`src/hw/rtl/crc32_pkg.sv`:
```
// constants and table function for the msb-first crc32 stream
`timescale 1ns / 1ps
`default_nettype none

package crc32_pkg;

	localparam logic [31:0] CRC_POLY = 32'h04C1_1DB7;
	localparam logic [31:0] CRC_TOP  = 32'h8000_0000;
	localparam int unsigned CNT_W    = 3;
	localparam logic [CNT_W-1:0] CNT_FULL = 3'd4;

	// msb-first table entry for one top byte, eight shift steps
	function automatic logic [31:0] crc_entry(input logic [7:0] idx);
		logic [31:0] acc;
		acc = {idx, 24'h0};
		for (int k = 0; k < 8; k++) begin
			if ((acc & CRC_TOP) != 32'h0) begin
				acc = {acc[30:0], 1'b0} ^ CRC_POLY;
			end else begin
				acc = {acc[30:0], 1'b0};
			end
		end
		return acc;
	endfunction

endpackage

`default_nettype wire

```
`src/hw/rtl/crc32_msb_first_stream.sv`:
```
// Streaming CRC-32, polynomial 04C11DB7, msb first, one byte per word.
//
// Input channel s_*: one message byte per word, s_tlast on the final byte.
// Output channel m_*: one 32-bit checksum word per message, after its last byte.
// The first four bytes are packed big-endian and inverted after the fourth;
// later bytes go through a table step. Messages of four bytes or fewer yield
// the packed bytes, zero-padded at the low end.
// Path: the last byte is accepted into the input register, then its checksum
// into the result register. Throughput: one byte per cycle while s_tready is
// high; the crc update is one table lookup and xor on the registered byte.
// Reset clears the running register, the byte count and both valid flags.
// When m_tready stays low with a checksum waiting, non-last bytes keep
// flowing; a last byte then waits in the input register, and s_tready drops
// only once that register is held.
`timescale 1ns / 1ps
`default_nettype none

module crc32_msb_first_stream (
	input  wire logic        clk,
	input  wire logic        arst_n,
	input  wire logic        s_tvalid,
	output logic             s_tready,
	input  wire logic [7:0]  s_tdata,   // data_byte [7:0]
	input  wire logic        s_tlast,   // last_byte
	output logic             m_tvalid,
	input  wire logic        m_tready,
	output logic [31:0]      m_tdata    // crc_value [31:0]
);

	logic                        valid_s1;
	logic [7:0]                  data_s1;
	logic                        last_s1;
	logic [31:0]                 crc_q;
	logic [crc32_pkg::CNT_W-1:0] cnt_q;
	logic                        out_valid_q;
	logic [31:0]                 out_data_q;

	logic                        out_free;
	logic                        advance;
	logic [31:0]                 crc_next;
	logic [crc32_pkg::CNT_W-1:0] cnt_next;
	logic [31:0]                 packed_word;
	logic [31:0]                 result;

	assign out_free = !out_valid_q || m_tready;
	// a non-last word never needs the result register
	assign advance  = valid_s1 && (!last_s1 || out_free);
	assign s_tready = !valid_s1 || advance;

	always_comb begin
		case (cnt_q[1:0])
			2'd0:    packed_word = crc_q | {data_s1, 24'h0};
			2'd1:    packed_word = crc_q | {8'h0, data_s1, 16'h0};
			2'd2:    packed_word = crc_q | {16'h0, data_s1, 8'h0};
			default: packed_word = crc_q | {24'h0, data_s1};
		endcase

		if (cnt_q < crc32_pkg::CNT_FULL) begin
			cnt_next = cnt_q + 1'b1;
			crc_next = (cnt_next == crc32_pkg::CNT_FULL) ? ~packed_word : packed_word;
		end else begin
			cnt_next = crc32_pkg::CNT_FULL;
			crc_next = {crc_q[23:0], data_s1} ^ crc32_pkg::crc_entry(crc_q[31:24]);
		end

		result = (cnt_next < crc32_pkg::CNT_FULL) ? crc_next : ~crc_next;
	end

	always_ff @(posedge clk or negedge arst_n) begin
		if (!arst_n) begin
			valid_s1 <= 1'b0;
		end else if (s_tready) begin
			valid_s1 <= s_tvalid;
		end
	end

	always_ff @(posedge clk) begin
		if (s_tready && s_tvalid) begin
			data_s1 <= s_tdata;
			last_s1 <= s_tlast;
		end
	end

	always_ff @(posedge clk or negedge arst_n) begin
		if (!arst_n) begin
			crc_q <= 32'h0;
			cnt_q <= '0;
		end else if (advance) begin
			if (last_s1) begin
				crc_q <= 32'h0;
				cnt_q <= '0;
			end else begin
				crc_q <= crc_next;
				cnt_q <= cnt_next;
			end
		end
	end

	always_ff @(posedge clk or negedge arst_n) begin
		if (!arst_n) begin
			out_valid_q <= 1'b0;
		end else if (out_free) begin
			out_valid_q <= advance && last_s1;
		end
	end

	always_ff @(posedge clk) begin
		if (out_free && advance && last_s1) begin
			out_data_q <= result;
		end
	end

	assign m_tvalid = out_valid_q;
	assign m_tdata  = out_data_q;

endmodule

`default_nettype wire

```
`config.mk`:
```
export PLATFORM = sky130hd
export DESIGN_NAME = crc32_msb_first_stream
export DESIGN_NICKNAME = d
export VERILOG_FILES = /design/src/hw/rtl/crc32_pkg.sv /design/src/hw/rtl/crc32_msb_first_stream.sv
export SDC_FILE = /design/constraint.sdc
export NUM_CORES = 1
export LEC_CHECK = 0
export BUFFER_PORTS_ARGS = -buffer_cell sky130_fd_sc_hd__buf_4
export CAP_MARGIN = 15
export CORE_UTILIZATION = 50
export CTS_CLUSTER_DIAMETER = 200
export DETAILED_ROUTE_END_ITERATION = 10
export GPL_TIMING_DRIVEN = 0
export MAX_ROUTING_LAYER = met4
export PLACE_DENSITY = 0.65
export SLEW_MARGIN = 15
export SYNTH_ARGS = -nofsm -noshare
export SYNTH_HDL_FRONTEND = slang
export SYNTH_SLANG_ARGS = --single-unit
```
`constraint.sdc`:
```
create_clock -name clk -period 2.89 [get_ports clk]
set_clock_uncertainty 0.05 [all_clocks]
set_input_delay 0.578 -clock clk [delete_from_list [all_inputs] [get_ports clk]]
set_output_delay 0.578 -clock clk [all_outputs]
set_load 0.01 [all_outputs]
```
==> metrics.md <==
| Metric | Value |
|---|---|
| Power, Total | `6.07 mW` |
| Clock sink count | `78` |
| Worst r2r src | `cnt_q[2]$_DFFE_PN0N_` |
| Total Nets Final | `546` |
| Post-DR vias/cell | `5.85` |
| DP Cell Count | `648` |
| Final min period | `2790 ps` |
| Worst-Skew Late Latency | `380 ps` |
| Die area | `0.0108 mm²` |
| PD cells | `1020 mW/mm²` |
| Slew headroom | `0.508` |
| # IOs | `47` |
| Max-cap check violation count | `0` |
| Die width | `104 µm` |
| Yosys reg bits | `78` |
| Synth unique cells | `49` |
| H-tree levels | `3` |
| Cell Area, Synth | `0.00518 mm²` |
| WHS | `132 ps` |
| Fill cells | `868` |
| Critical path data arrival time | `2850 ps` |
| Share of cells above drive strength 1 | `0.191` |
| Area of the multi-input gates | `0.00281 mm²` |
| 1st-pass router iterations | `5` |
| Synth async-reset ratio | `0.474` |
| Max Freq | `359 MHz` |
| TritonCTS Buffers | `9` |
| Final cell count without fillers | `663` |
| First-pass GRT wire length | `22300 µm` |
| Post-DR wirelength/cell | `22.0 µm` |
| Clock tree buffer depth | `2` |
| I/O Buffers | `46` |
| Largest net degree at the start of global routing | `38` |
| Status | `finished, final reports clean` |
| Setup repair bufs after CTS | `0` |
| Routed WL | `14600 µm` |
| Ys flop type | `edfxtp_1` |
| Register area | `0.00216 mm²` |
| Post-route ant nets | `0` |
| N_diodes | `0` |
| GRT Resource Usage Total | `0.292` |
| Crit path required time | `2950 ps` |
| HP Class | `in2async` |
| CP Launch Type | `flip-flop` |
| Die Ht | `104 µm` |
| Critical path fanouts, max | `11` |
| CTS tree | `done` |
| Starting Density | `0.522` |
| Routability cong. | `0.937` |
| Fin. Hold Viols | `0` |
| Critical path class | `reg2reg` |
| R2R setup slack | `100 ps` |
| Number of flops mapped to enable cells by yosys | `41` |
| Initial antenna violation count | `0` |
| Reg2Reg Capture Point | `m_tdata[2]$_DFFE_PP_` |
| DP HPWL | `10200 µm` |
| Core Rows | `36` |
| P_leak | `2.48 nW` |
| Clock Pin Slew Worst Setup and Hold Paths | `90 ps` |
| Worst slew pin tran | `737 ps` |
| Syn Nets | `490` |
| Element type at the critical path end | `flip-flop` |
| GRT Residual Overflow | `0` |
| Depth of the most critical reg-to-reg path | `8` |
| Syn. warnings | `0` |
| DRT iter0 DRCs | `394` |
| Final core occ | `0.599` |
| Vias in the first global route | `3793` |
| Via count | `3878` |
| Final period util | `0.964` |
| Placeable core region | `0.00991 mm²` |
| P&R area growth vs syn | `14.6%` |
| Slew Viols, Final | `0` |
| Number of remaining DRC errors | `0` |
| Final setup vio count | `0` |
| Worst VDD drop | `0.534 mV` |
| Sequential area share after synthesis | `0.417` |
| RSZ-0062 raised after global routing | `false` |
| Avg Cell Area, Syn | `11.0 µm²` |
| Clock Root Buffer | `clkbuf_8` |
| Mapped Cells | `469` |
-- cells in the mapped netlist, types with 5 or more instances --
cell type,number,share of area
o221ai_1,10,0.017
clkbuf_1,17,0.012
and3_1,9,0.011
buf_2,14,0.014
o21ai_0,20,0.019
xor2_1,42,0.071
xnor2_2,5,0.016
edfxtp_1,41,0.24
a21oi_1,8,0.0077
inv_1,5,0.0036
xnor2_1,79,0.13
dfrtp_1,37,0.18
mux2i_1,24,0.046
a221o_1,12,0.023
buf_4,7,0.010
o31a_1,17,0.029
nand2_1,31,0.022
nor2b_1,10,0.012
ha_1,8,0.019
o22ai_1,17,0.021
and3b_1,7,0.012
nor2_1,11,0.0080
-- worst max-delay path, stage by stage, from the launching register on --
cell and delay [ps]:
dfrtp_1 370, clkbuf_1 260, inv_2 300, buf_4 320, ha_2 350, buf_4 290
xnor2_1 130, mux2i_1 330, xnor2_1 110
-- layout by cell type (no fill, tap or decap), types with 3 or more instances in the layout --
| cell | netlist | final |
|---|---|---|
| o221ai_1 | 10 | 10 |
| and3_1 | 9 | 9 |
| dfrtp_1 | 37 | 37 |
| nand2_1 | 31 | 31 |
| o22ai_1 | 17 | 17 |
| ha_1 | 8 | 7 |
| a21oi_1 | 8 | 8 |
| xor2_1 | 42 | 42 |
| xnor3_1 | 3 | 3 |
| o21ai_0 | 20 | 19 |
| mux2i_1 | 24 | 24 |
| xnor2_1 | 79 | 79 |
| buf_2 | 14 | 11 |
| xnor2_2 | 5 | 5 |
| clkbuf_1 | 17 | 14 |
| a221o_1 | 12 | 12 |
| edfxtp_1 | 41 | 41 |
| inv_1 | 5 | 4 |
| o31ai_1 | 3 | 3 |
| nor2_1 | 11 | 11 |
| nor2b_1 | 10 | 10 |
| o21ai_1 | 2 | 3 |
| clkbuf_8 | 0 | 12 |
| o31a_1 | 17 | 17 |
| and3b_1 | 7 | 7 |
| buf_4 | 7 | 57 |
-- timing repair --
action,in CTS,in global routing
gates cloned,0,0
gates resized for setup,7,4
endpoints found under the setup margin,56,19
hold buffers,0,0
-- routing by layer --
metal / global-route usage / vias up / share of wire / routed length, µm
met5: - / - / 0 / 0
met4: 0.134 / 0 / 0.027 / 389
met3: 0.0699 / 32 / 0.076 / 1110
met2: 0.444 / 184 / 0.46 / 6660
met1: 0.370 / 1876 / 0.44 / 6410
li1: - / 1786 / - / -
-- registers in the layout (all words and copies together), names as in the netlist --
name      cells
crc_q        32
m_tdata      32
data_s1       8
cnt_q         3
last_s1       1
m_tvalid      1
valid_s1      1
-- final cells by class --
class                           instances  area share
Sequential cell                        78       0.363
Multi-Input combinational cell        346       0.473
Timing Repair Buffer                   46      0.0582
Inverter                                6     0.00380
Buffer                                 38      0.0337
Tap cell                              133      0.0280
Clock inverter                          3      0.0110
Clock buffer                           13      0.0285
-- report_power, final --
| group | total [mW] | internal, mW | switching (mW) |
|---|---|---|---|
| Sequential | 1.71 | 1.53 | 0.180 |
| Combinational | 3.40 | 1.53 | 1.86 |
| Clock | 0.961 | 0.556 | 0.404 |
-- stage by stage --
step | area [µm²] | setup TNS [ps] | setup slack (ps)
after detailed placement | 5690 | -9370 | -402
after global placement | 5690 | -9210 | -447
after global routing | 5930 | 0 | 9.25
after CTS | 5930 | 0 | 51.6
final | 5930 | 0 | 105
after floorplan | 5180 | 0 | 475
-- worst max-delay path by stage --
stage / endpoint / slack [ps] / startpoint
2_1_floorplan: m_tdata[12]$_DFFE_PP_ / 470 / cnt_q[2]$_DFFE_PN0N_
3_3_place_gp: m_tdata[10]$_DFFE_PP_ / -450 / cnt_q[2]$_DFFE_PN0N_
3_5_place_dp: m_tdata[10]$_DFFE_PP_ / -400 / cnt_q[2]$_DFFE_PN0N_
4_1_cts: m_tdata[10]$_DFFE_PP_ / 50 / cnt_q[2]$_DFFE_PN0N_
5_1_grt: m_tdata[2]$_DFFE_PP_ / 9 / cnt_q[2]$_DFFE_PN0N_
6_report: m_tdata[2]$_DFFE_PP_ / 100 / cnt_q[2]$_DFFE_PN0N_
-- cells by family (layout without fill, tap and decap cells) --
logic type | after synthesis | in the layout | synth area share
XOR/XNOR | 132 | 132 | 0.249
multiplexers | 24 | 24 | 0.0464
AND/OR/NAND/NOR | 83 | 83 | 0.0880
buffers and inverters | 45 | 106 | 0.0411
AO/OA/AOI/OAI | 99 | 99 | 0.140
adder cells (fa/ha/maj) | 8 | 8 | 0.0193
flip-flops | 78 | 78 | 0.417
(Power assumes the default switching activity.)
